[src/hdl/bxos_pkg.sv]
// ---------------------------------------------------------------------------
// bxos_pkg: shared types and codes for the binary trie XOR order stats block
// Holds the operation and status codes and the command and status structs
// that join the controller to the datapath.
// ---------------------------------------------------------------------------
package bxos_pkg;

	// Operation codes carried on the input tuser.
	localparam logic [2:0] OP_INSERT = 3'd0;
	localparam logic [2:0] OP_ERASE  = 3'd1;
	localparam logic [2:0] OP_COUNT  = 3'd2;
	localparam logic [2:0] OP_KMAX   = 3'd3;
	localparam logic [2:0] OP_KMIN   = 3'd4;
	localparam logic [2:0] OP_BELOW  = 3'd5;

	// Status codes carried on the output tuser.
	localparam logic [1:0] ST_OK   = 2'd0;
	localparam logic [1:0] ST_FULL = 2'd1;
	localparam logic [1:0] ST_RANK = 2'd2;
	localparam logic [1:0] ST_OVF  = 2'd3;

	// Stream word widths.
	localparam int IN_W  = 112;
	localparam int OUT_W = 80;

	// What the datapath asks the controller to do next.
	typedef enum logic [2:0] {
		ACT_STAY = 3'd0,
		ACT_LOAD = 3'd1,
		ACT_PEEK = 3'd2,
		ACT_SUM  = 3'd3,
		ACT_FIN  = 3'd4
	} act_t;

	typedef struct packed {
		logic start;
		logic step;
		logic latch;
		logic peek;
		logic sum;
		logic emit;
	} cmd_t;

	typedef struct packed {
		act_t act;
		logic out_free;
	} stat_t;

endpackage

[src/hdl/bxos_ctrl.sv]
// ---------------------------------------------------------------------------
// bxos_ctrl: request sequencer
// Steps the datapath through walk, fetch, peek and sum cycles and hands the
// finished result to the output register.
// ---------------------------------------------------------------------------
module bxos_ctrl (
	input  logic            clk,
	input  logic            arst_n,
	input  logic            in_valid,
	output logic            in_ready,
	output bxos_pkg::cmd_t  cmd,
	input  bxos_pkg::stat_t sts
);

	typedef enum logic [5:0] {
		S_IDLE  = 6'b000001,
		S_STEP  = 6'b000010,
		S_FETCH = 6'b000100,
		S_PEEK  = 6'b001000,
		S_SUM   = 6'b010000,
		S_DONE  = 6'b100000
	} state_t;

	state_t state_q, state_d;

	always_comb begin
		state_d = state_q;
		cmd     = '0;
		unique case (state_q)
			S_IDLE: begin
				if (in_valid) begin
					cmd.start = 1'b1;
					state_d   = S_STEP;
				end
			end
			S_STEP: begin
				cmd.step = 1'b1;
				unique case (sts.act)
					bxos_pkg::ACT_LOAD: state_d = S_FETCH;
					bxos_pkg::ACT_PEEK: state_d = S_PEEK;
					bxos_pkg::ACT_SUM:  state_d = S_SUM;
					bxos_pkg::ACT_FIN:  state_d = S_DONE;
					default:            state_d = S_STEP;
				endcase
			end
			S_FETCH: begin
				cmd.latch = 1'b1;
				state_d   = S_STEP;
			end
			S_PEEK: begin
				cmd.peek = 1'b1;
				state_d  = (sts.act == bxos_pkg::ACT_LOAD) ? S_FETCH : S_STEP;
			end
			S_SUM: begin
				cmd.sum = 1'b1;
				state_d = (sts.act == bxos_pkg::ACT_FIN) ? S_DONE : S_FETCH;
			end
			S_DONE: begin
				if (sts.out_free) begin
					cmd.emit = 1'b1;
					state_d  = S_IDLE;
				end
			end
			default: begin
				state_d = S_IDLE;
			end
		endcase
	end

	always_ff @(posedge clk or negedge arst_n) begin
		if (!arst_n) begin
			state_q <= S_IDLE;
		end else begin
			state_q <= state_d;
		end
	end

	assign in_ready = (state_q == S_IDLE);

endmodule

[config.mk]
export PLATFORM = sky130hd
export DESIGN_NAME = bxos_ctrl
export DESIGN_NICKNAME = d
export VERILOG_FILES = /design/src/hdl/bxos_pkg.sv /design/src/hdl/bxos_ctrl.sv
export SDC_FILE = /design/constraint.sdc
export NUM_CORES = 1
export LEC_CHECK = 0
export BUFFER_PORTS_ARGS = -buffer_cell sky130_fd_sc_hd__buf_2
export CAP_MARGIN = 30
export CORE_AREA = 2 2 39 41
export DETAILED_ROUTE_END_ITERATION = 8
export DIE_AREA = 0 0 41 43
export SKIP_LAST_GASP = 1
export SYNTH_ARGS = -nofsm -noshare
export SYNTH_HDL_FRONTEND = slang
export SYNTH_SLANG_ARGS = --single-unit
[constraint.sdc]
create_clock -name clk -period 3 [get_ports clk]
set_input_delay 0.6 -clock clk [delete_from_list [all_inputs] [get_ports clk]]
set_output_delay 0.6 -clock clk [all_outputs]
set_load 0.05 [all_outputs]
==> impl_results.md, run 1 <==
* Commonest non-fill, non-tap cell in the layout: buf_2
* Largest register FFs at 6
* Most frequent cells in the layout: buf_2, nor2_1, nand2b_1, dfrtp_1
* Total wire length at 981 um
* Final min period at 2.40 ns
* Met2 WL at 487 um
* Row cnt at 14
* Clock Path Buffers at 2
* Critical R2R Capture: state_q[1]
* Sink Count at 6
* Vias in the first global route at 431
* TritonCTS clock tree: yes
* DR vias/cell at 5.31
* CP Data Required Time at 2.40 ns
* Crit Path Class: flip-flop to primary output
* Fraction of layout cells with a size suffix above 1 at 33.8%
* Syn avg cell area at 8.78 um2
* RSZ-0062 raised after global routing: no
* Routed Antenna Nets at 0
* Initial antenna violation count at 0
* Total CTS buffers at 3
* Setup TNS at 0 ns
* Largest reg by FF count: state_q
* Post-synthesis register bit count at 6
* Clock Latency Late Sink at 0.24 ns
* Inserted Diodes at 0
* Peak supply drop at 0.000249 V
* Wl on met1 at 434 um
* Die Y at 43 um
* HPWL after DPL at 765 um
* Critical path capture point: cmd[5]
* Metal3 WL at 39 um
* Setup bufs post-CTS at 0
* GR Overflow Total at 0
* DIE AREA at 0.00176 mm2
* Starting DRT DRC Count at 14
* Global Route Usage Sum at 14.5%
* Critical path fanouts, max at 8
* Worst reg2reg setup slack at 1.39 ns
* Worst Setup Start Kind: flip-flop
* Worst hold-check path type: primary input to asynchronous set/reset pin
* Biggest registers after layout: state_q x6
* Wirelength per Cell at 11.7 um
* Worst slew pin tran at 0.318 ns
* Place WS at 0.857 ns
* Post-layout util at 40.1%
* Port Buf Inserts at 13
* Cell count after synthesis at 53
* Post-place instance area at 528 um2
* Max layer used: met4
* I/O pins at 14
* First-pass GRT wire length at 1750 um
* Fillers at 154
* Post-synthesis sequential area ratio at 32.5%
* Status: finished clean
* Die width at 41 um
* Worst r2r src: state_q[3]
* Clock root buffer: clkbuf_4
* Fin nets at 76
* Reg area at 151 um2
* Post-synthesis cell type count at 28
* Drt drc at 0
* CP Data Arrival Time at 1.80 ns
* Core area at 0.00138 mm2
* CTS clk-pin slew, worst paths at 0.05 ns
* Initial core utilization at 33.6%
* Final setup fails at 0
* Max-cap violations at 0
* Largest net degree at the start of global routing at 10
* Hold-fix buffers, CTS at 0
* First drt pass iteration count at 4
* Crit end category: primary output
* Tot Pwr at 415 uW
* Area of the multi-input gates at 288 um2
* Final WS setup at 0.600 ns
* Post_cts resized at 0
* Vias at 446
* Final hold viol count at 0
* Final Skew at 0.00920 ns
* Design Area, Final at 554 um2
* Worst R2R Path Depth at 4
* CP startpoint: state_q[3]
* Layout area overhead at 19.1%
* Slew Viols, Final at 0
* Routability cong. at 0.796
* Fin crit share at 80.0%
* Mapped cell area at 465 um2
* Max_slew headroom at 78.6%
* Syn Nets at 60
* Ys Warns at 0
* CTS H-tree lvls at 1
* Max Clock Freq at 417 MHz
* Pwr/cell area at 748 mW/mm2
* Leakage at 0.271 nW
[layout make-up]
class	count	share of cell area [%]
Tap cell	16	3.61
Clock buffer	4	4.74
Inverter	1	0.677
Sequential cell	6	27.3
Multi-Input combinational cell	44	51.9
Timing Repair Buffer	13	11.7
[metal layers]
layer	vias to the layer above	global-route usage, %
met5	-	0
met4	0	12.0
met3	2	0
met2	13	20.9
met1	207	19.1
li1	224	-
[metrics by stage]
stage	instances	hold slack [ns]
2_1_floorplan	53	0.304
3_3_place_gp	80	0.431
3_5_place_dp	80	0.428
4_1_cts	84	0.162
5_1_grt	84	0.170
6_report	84	0.167
[power by group]
group | internal [mW] | leakage [nW] | switching, mW
sequential | 0.100 | 0.0794 | 0.0244
clock | 0.0503 | 0.0150 | 0.0277
combinational | 0.0799 | 0.177 | 0.132
[worst max-delay path, stage by stage (launching register included)]
cell	delay [ns]
dfrtp_1	0.45
or4_4	0.59
nor2_1	0.13
and2_1	0.12
buf_2	0.25
[logic make-up after synthesis]
kind of cell	after synthesis	share of synthesized area, %
compound gates	11	18.8
xor+xnor	2	3.76
buf+inv	3	5.64
flops	6	32.5
simple gates	31	39.3
[cell usage after synthesis]
| master | count | share of area (%) |
|---|---|---|
| a2111o_1 | 1 | 2.4 |
| a211o_2 | 1 | 2.2 |
| a21oi_2 | 1 | 1.9 |
| a22oi_1 | 1 | 1.6 |
| and2_1 | 1 | 1.3 |
| and3_1 | 1 | 1.3 |
| and3b_1 | 1 | 1.9 |
| buf_6 | 2 | 4.8 |
| dfrtp_1 | 5 | 27 |
| dfstp_2 | 1 | 5.6 |
| inv_1 | 1 | 0.81 |
| nand2_1 | 4 | 3.2 |
| nand2b_1 | 5 | 6.7 |
| nand3b_1 | 1 | 1.6 |
| nor2_1 | 6 | 4.8 |
| nor2_2 | 1 | 1.3 |
| nor2b_1 | 1 | 1.3 |
| nor3_1 | 2 | 2.2 |
| nor3_2 | 1 | 2.2 |
| nor3b_1 | 2 | 3.2 |
| nor4_1 | 3 | 4.0 |
| o211ai_1 | 1 | 1.6 |
| o21a_1 | 1 | 1.6 |
| o21ai_0 | 4 | 4.3 |
| o221ai_2 | 1 | 3.2 |
| or4_1 | 1 | 1.6 |
| or4_4 | 1 | 2.4 |
| xor2_1 | 2 | 3.8 |
[how the worst min path moves through the flow]
| stage | start | cells after the start | to | slack, ns |
|---|---|---|---|---|
| floorplan | arst_n | 0 | state_q[1] | 0.30 |
| global placement | arst_n | 1 | state_q[1] | 0.43 |
| detailed placement | arst_n | 1 | state_q[1] | 0.43 |
| finish | arst_n | 1 | state_q[3] | 0.17 |
| CTS | arst_n | 1 | state_q[3] | 0.16 |
| global route | arst_n | 1 | state_q[3] | 0.17 |
Power figures use the tool's default switching activity.
==> run 2, diff against run 1 <==
==> constraint.sdc (replaced) <==
create_clock -name clk -period 2.13 [get_ports clk]
set_input_delay 0.426 -clock clk [delete_from_list [all_inputs] [get_ports clk]]
set_output_delay 0.426 -clock clk [all_outputs]
set_load 0.05 [all_outputs]
==> run 2 against run 1 <==
  * Critical path depth fell by 1
  * Register-to-register slack worse by 0.88 ns
  * Worst setup slack worse by 0.57 ns
  * Power rose by 50%
  * Cell count grew 6.0%
  * Utilization increased by 5.7 points
  * Critical path type unchanged
  * Critical endpoint is now cmd[4]
  * Highest routed layer is now met3
==> impl_results.md, run 2 (same netlist as run 1, synthesis figures left out) <==
* Post-layout util at 45.8% (+5.7 points)
* Post-place instance area at 554 um2 (+5.0%)
* Starting DRT DRC Count at 3 (-11)
* RSZ-0062 raised after global routing: yes
* TritonCTS clock tree: yes
* Crit end category: primary output
* First-pass GRT wire length at 1660 um (-4.8%)
* Vias in the first global route at 429 (-0.46%)
* HPWL after DPL at 761 um (-0.43%)
* CP max-delay cell: or4_4
* Max-cap violations at 0 (unchanged)
* Largest reg by FF count: state_q
* Final WS setup at 0.0255 ns (-0.575 ns)
* Core area at 0.00138 mm2 (unchanged)
* First drt pass iteration count at 2 (-2)
* Critical path fanouts, max at 8 (unchanged)
* Slew Viols, Final at 0 (unchanged)
* Largest net degree at the start of global routing at 10 (unchanged)
* Port Buf Inserts at 13 (unchanged)
* Hold_ws at 0.394 ns (+0.227 ns)
* Place WS at 0.197 ns (-0.660 ns)
* Worst hold-check path type: primary input to flip-flop
* Tot Pwr at 621 uW (+50%)
* Worst Setup Start Kind: flip-flop
* Max Clock Freq at 475 MHz
* Crit path cell chain: or4_4 -> nor2_2 -> buf_4
* Final min period at 2.10 ns
* Largest register FFs at 6 (unchanged)
* DIE AREA at 0.00176 mm2 (unchanged)
* Clock Path Buffers at 2 (unchanged)
* Final Instance Count excl. Fillers at 89 (+6.0%)
* Global Route Usage Sum at 14.0% (-0.48 points)
* Vias at 460 (+3.1%)
* Total wire length at 976 um (-0.51%)
* Pwr/cell area at 981 mW/mm2 (+31%)
* Status: finished clean
* DR vias/cell at 5.17 (-2.7%)
* Commonest non-fill, non-tap cell in the layout: buf_2
* Final Skew at 0.00983 ns (+0.000627 ns)
* Biggest registers after layout: state_q x6
* Inserted Diodes at 0 (unchanged)
* GR Overflow Total at 0 (unchanged)
* Design Area, Final at 633 um2 (+14%)
* Routed Antenna Nets at 0 (unchanged)
* Max_slew headroom at 82.0% (+3.4 points)
* Worst stage delay on the critical path at 0.53 ns (-0.06 ns)
* CTS clk-pin slew, worst paths at 0.05 ns (about the same)
* Die Y at 43 um (unchanged)
* Setup TNS at 0 ns (unchanged)
* Crit Path Class: flip-flop to primary output
* Fin crit share at 98.8%
* Dpl cells at 82 (+2.5%)
* Wirelength per Cell at 11.0 um (-6.1%)
* Final setup fails at 0 (unchanged)
* Peak supply drop at 0.000587 V (+140%)
* Fraction of layout cells with a size suffix above 1 at 43.8% (+10 points)
* Routability cong. at 0.741 (-7.0%)
* Leakage at 0.300 nW (+11%)
* Fin nets at 81 (+6.6%)
* Cell family with most CP delay: simple AND/OR/NAND/NOR gates
* Final hold viol count at 0 (unchanged)
* Worst r2r src: state_q[0]
* Initial core utilization at 33.6% (unchanged)
* Die width at 41 um (unchanged)
* CP startpoint: state_q[4]
* Worst slew pin tran at 0.270 ns (-0.0480 ns)
* CTS H-tree lvls at 1 (unchanged)
* I/O pins at 14 (unchanged)
* Clock Latency Late Sink at 0.25 ns (about the same)
* CP Data Arrival Time at 1.68 ns (-0.12 ns)
* Total CTS buffers at 3 (unchanged)
* CP Data Required Time at 1.70 ns (-0.70 ns)
* Layout area overhead at 36.0%
* Bufs and invs on worst path at 1 (unchanged)
* Most frequent cells in the layout: buf_2, nand2b_1, buf_4
* Sink Count at 6 (unchanged)
* Drt drc at 0 (unchanged)
* Row cnt at 14 (unchanged)
* Clock root buffer: clkbuf_4
* Initial antenna violation count at 0 (unchanged)
* HP Start: sts[1]
-- run 2: final cells by class --
class / instances / area [um2]
Clock buffer: 4 / 26.3
Fill cell: 145 / 751
Inverter: 1 / 3.75
Multi-Input combinational cell: 44 / 310
Sequential cell: 6 / 153
Tap cell: 16 / 20.0
Timing Repair Buffer: 18 / 120
-- run 2: timing repair --
item	4_1_cts	5_1_grt
hold buffers	1	0
resized for setup	5	3
setup endpoints to repair	3	5
hold endpoints to repair	5	0
buffers inserted	0	2
-- run 2: path summary, 6_finish.rpt --
path                               to  slack (ns)  depth (start not counted)
hold reg to reg            state_q[1]        0.67                          3
hold / removal             state_q[3]        0.39                          2
setup reg to reg           state_q[0]        0.51                          4
min in group asynchronous  state_q[3]        0.52                          2
setup / recovery               cmd[4]        0.03                          3
max in group asynchronous  state_q[0]        1.38                          2
-- run 2: where the power goes --
| group | switching [mW] | internal [mW] | leakage [nW] |
|---|---|---|---|
| sequential | 0.0330 | 0.142 | 0.0778 |
| clock | 0.0433 | 0.0711 | 0.0150 |
| combinational | 0.198 | 0.134 | 0.207 |
| total | 0.274 | 0.347 | 0.300 |
-- run 2: routing by layer --
layer  track usage [%]  up-vias  wire length (um)
met5                 0        -                 0
met2              20.9       14               486
met3                 0        0                46
met1              17.5      211               443
li1                  -      235                 -
met4              12.0        0                 0
==> run 3, diff against run 2 <==
--- a/config.mk
+++ b/config.mk
@@ -5,7 +5,7 @@
 export SDC_FILE = /design/constraint.sdc
 export NUM_CORES = 1
 export LEC_CHECK = 0
-export BUFFER_PORTS_ARGS = -buffer_cell sky130_fd_sc_hd__buf_2
+export BUFFER_PORTS_ARGS = -buffer_cell sky130_fd_sc_hd__buf_4
 export CAP_MARGIN = 30
 export CORE_AREA = 2 2 39 41
 export DETAILED_ROUTE_END_ITERATION = 8
==> constraint.sdc (replaced) <==
create_clock -name clk -period 2.3 [get_ports clk]
set_input_delay 0.46 -clock clk [delete_from_list [all_inputs] [get_ports clk]]
set_output_delay 0.46 -clock clk [all_outputs]
set_load 0.05 [all_outputs]
==> run 3 against run 2 <==
  * Final area shrank 5.5%
  * Hold slack got worse by 0.38 ns
  * Cell count fell by 5.6%
  * Clock skew fell by 0.0023 ns
  * Register-to-register slack gained 0.17 ns
  * Die area unchanged
  * Routed wire length fell by 3.9%
  * Sequential power shrank 7%
  * Utilization fell by 2.5 points
  * Via count shrank 3.5%
  * Clock power shrank 11%
  * Sequential cell count stayed put
  * Largest cell class unchanged
  * Highest routed layer unchanged
==> impl_results.md, run 3 (same netlist as run 1, synthesis figures left out) <==
* Status: finished clean
* Critical path fanouts, max at 9 (+1)
* Vias in the first global route at 407 (-5.1%)
* CP Data Arrival Time at 1.75 ns (+0.07 ns)
* Tot Pwr at 562 uW (-9.5%)
* CP max-delay cell: or4_1
* Max Clock Freq at 453 MHz
* Total CTS buffers at 3 (unchanged)
* Final Skew at 0.00756 ns (-0.00227 ns)
* Max-cap violations at 0 (unchanged)
* Sink Count at 6 (unchanged)
* Final min period at 2.21 ns
* Routability cong. at 0.740 (about the same)
* Final Instance Count excl. Fillers at 84 (-5.6%)
* Commonest non-fill, non-tap cell in the layout: buf_4
* Die Y at 43 um (unchanged)
* First drt pass iteration count at 4 (+2)
* Row cnt at 14 (unchanged)
* I/O pins at 14 (unchanged)
* CTS clk-pin slew, worst paths at 0.05 ns (about the same)
* Clock Path Buffers at 2 (unchanged)
* RSZ-0062 raised after global routing: no
* Initial antenna violation count at 0 (unchanged)
* Layout area overhead at 28.5%
* Fin crit share at 95.9%
* Max_slew headroom at 78.8% (-3.2 points)
* Routed Antenna Nets at 0 (unchanged)
* TritonCTS clock tree: yes
* Fraction of layout cells with a size suffix above 1 at 39.7% (-4.1 points)
* Biggest registers after layout: state_q x6
* Final hold viol count at 0 (unchanged)
* Cell family with most CP delay: simple AND/OR/NAND/NOR gates
* Crit end category: primary output
* Most frequent cells in the layout: buf_4, nand2b_1, nor2_1
* DIE AREA at 0.00176 mm2 (unchanged)
* Port Buf Inserts at 13 (unchanged)
* Place WS at 0.349 ns (+0.152 ns)
* Initial core utilization at 33.6% (unchanged)
* Crit Path Class: flip-flop to primary output
* Worst Setup Start Kind: flip-flop
* Fillers at 134 (-7.6%)
* HPWL after DPL at 759 um (-0.37%)
* Slew Viols, Final at 0 (unchanged)
* Total wire length at 938 um (-3.9%)
* GR Overflow Total at 0 (unchanged)
* Final setup fails at 0 (unchanged)
* Clock Latency Late Sink at 0.24 ns (about the same)
* DR vias/cell at 5.29 (+2.3%)
* Clock root buffer: clkbuf_4
* Bufs and invs on worst path at 1 (unchanged)
* Hold-fix buffers, CTS at 0 (-1)
* Inserted Diodes at 0 (unchanged)
* Worst slew pin tran at 0.315 ns (+0.0452 ns)
* Dpl cells at 80 (-2.4%)
* Largest register FFs at 6 (unchanged)
* Global Route Usage Sum at 13.4% (-0.56 points)
* Final WS setup at 0.0934 ns (+0.0679 ns)
* Fin nets at 76 (-6.2%)
* Core area at 0.00138 mm2 (unchanged)
* CP Data Required Time at 1.84 ns (+0.14 ns)
* Drt drc at 0 (unchanged)
* Wirelength per Cell at 11.2 um (+1.8%)
* Starting DRT DRC Count at 9 (+6)
* Vias at 444 (-3.5%)
* Pwr/cell area at 939 mW/mm2 (-4.2%)
* Leakage at 0.275 nW (-8.3%)
* Post-layout util at 43.2% (-2.5 points)
* Largest net degree at the start of global routing at 10 (unchanged)
* First-pass GRT wire length at 1660 um (-0.36%)
* Worst stage delay on the critical path at 0.54 ns (about the same)
* Die width at 41 um (unchanged)
* Crit path cell chain: or4_1 -> nor2_1 -> buf_4
* Worst hold-check path type: primary input to asynchronous set/reset pin
* Peak supply drop at 0.000362 V (-38%)
* Largest reg by FF count: state_q
* CTS H-tree lvls at 1 (unchanged)
==> run 3: final timing paths <==
check,end,cells past startpoint,slack [ns],startpoint
worst min register to register,state_q[1],3,0.68,state_q[3]
worst max-delay path,cmd[2],3,0.09,state_q[4]
min in group clk,state_q[3],2,0.41,sts[1]
worst min-delay path,state_q[4],1,0.01,arst_n
max in group asynchronous,state_q[0],1,2.08,arst_n
worst max register to register,state_q[1],4,0.68,state_q[4]
==> run 3: report_power, final <==
| part | switching [mW] | internal (mW) | leakage [nW] |
|---|---|---|---|
| clock network | 0.0368 | 0.0656 | 0.0150 |
| logic | 0.175 | 0.122 | 0.184 |
| registers | 0.0311 | 0.131 | 0.0761 |
| total | 0.243 | 0.319 | 0.275 |
==> run 3: what timing repair did <==
item	in CTS	in global routing
buffers inserted	0	0
gates resized for setup	0	2
endpoints found under the setup margin	0	1
==> run 3: layer usage <==
metal  wire (um)  vias up  GRT usage, %
met5           0        -             0
met4           0        0          8.00
met3          64        0          2.09
met2         413       18          19.1
met1         461      198          18.3
li1            -      228             -
==> run 3: area by class of cell <==
class	instances	area [um2]	area share, %
clock buffer	4	26.3	4.39
sequential	6	154	25.7
tap	16	20.0	3.35
timing repair buffer	13	97.6	16.3
inverter	1	3.75	0.628
multi-input combinational	44	297	49.6
==> run 3: per-stage QoR <==
step | TNS [ns] | area, um2 | hold slack, ns
3_5_place_dp | 0 | 569 | 0.269
5_1_grt | 0 | 598 | 0.000419
4_1_cts | 0 | 596 | 0.00921
3_3_place_gp | 0 | 569 | 0.268
2_1_floorplan | -0.170 | 474 | 0.164
6_report | 0 | 598 | 0.0139
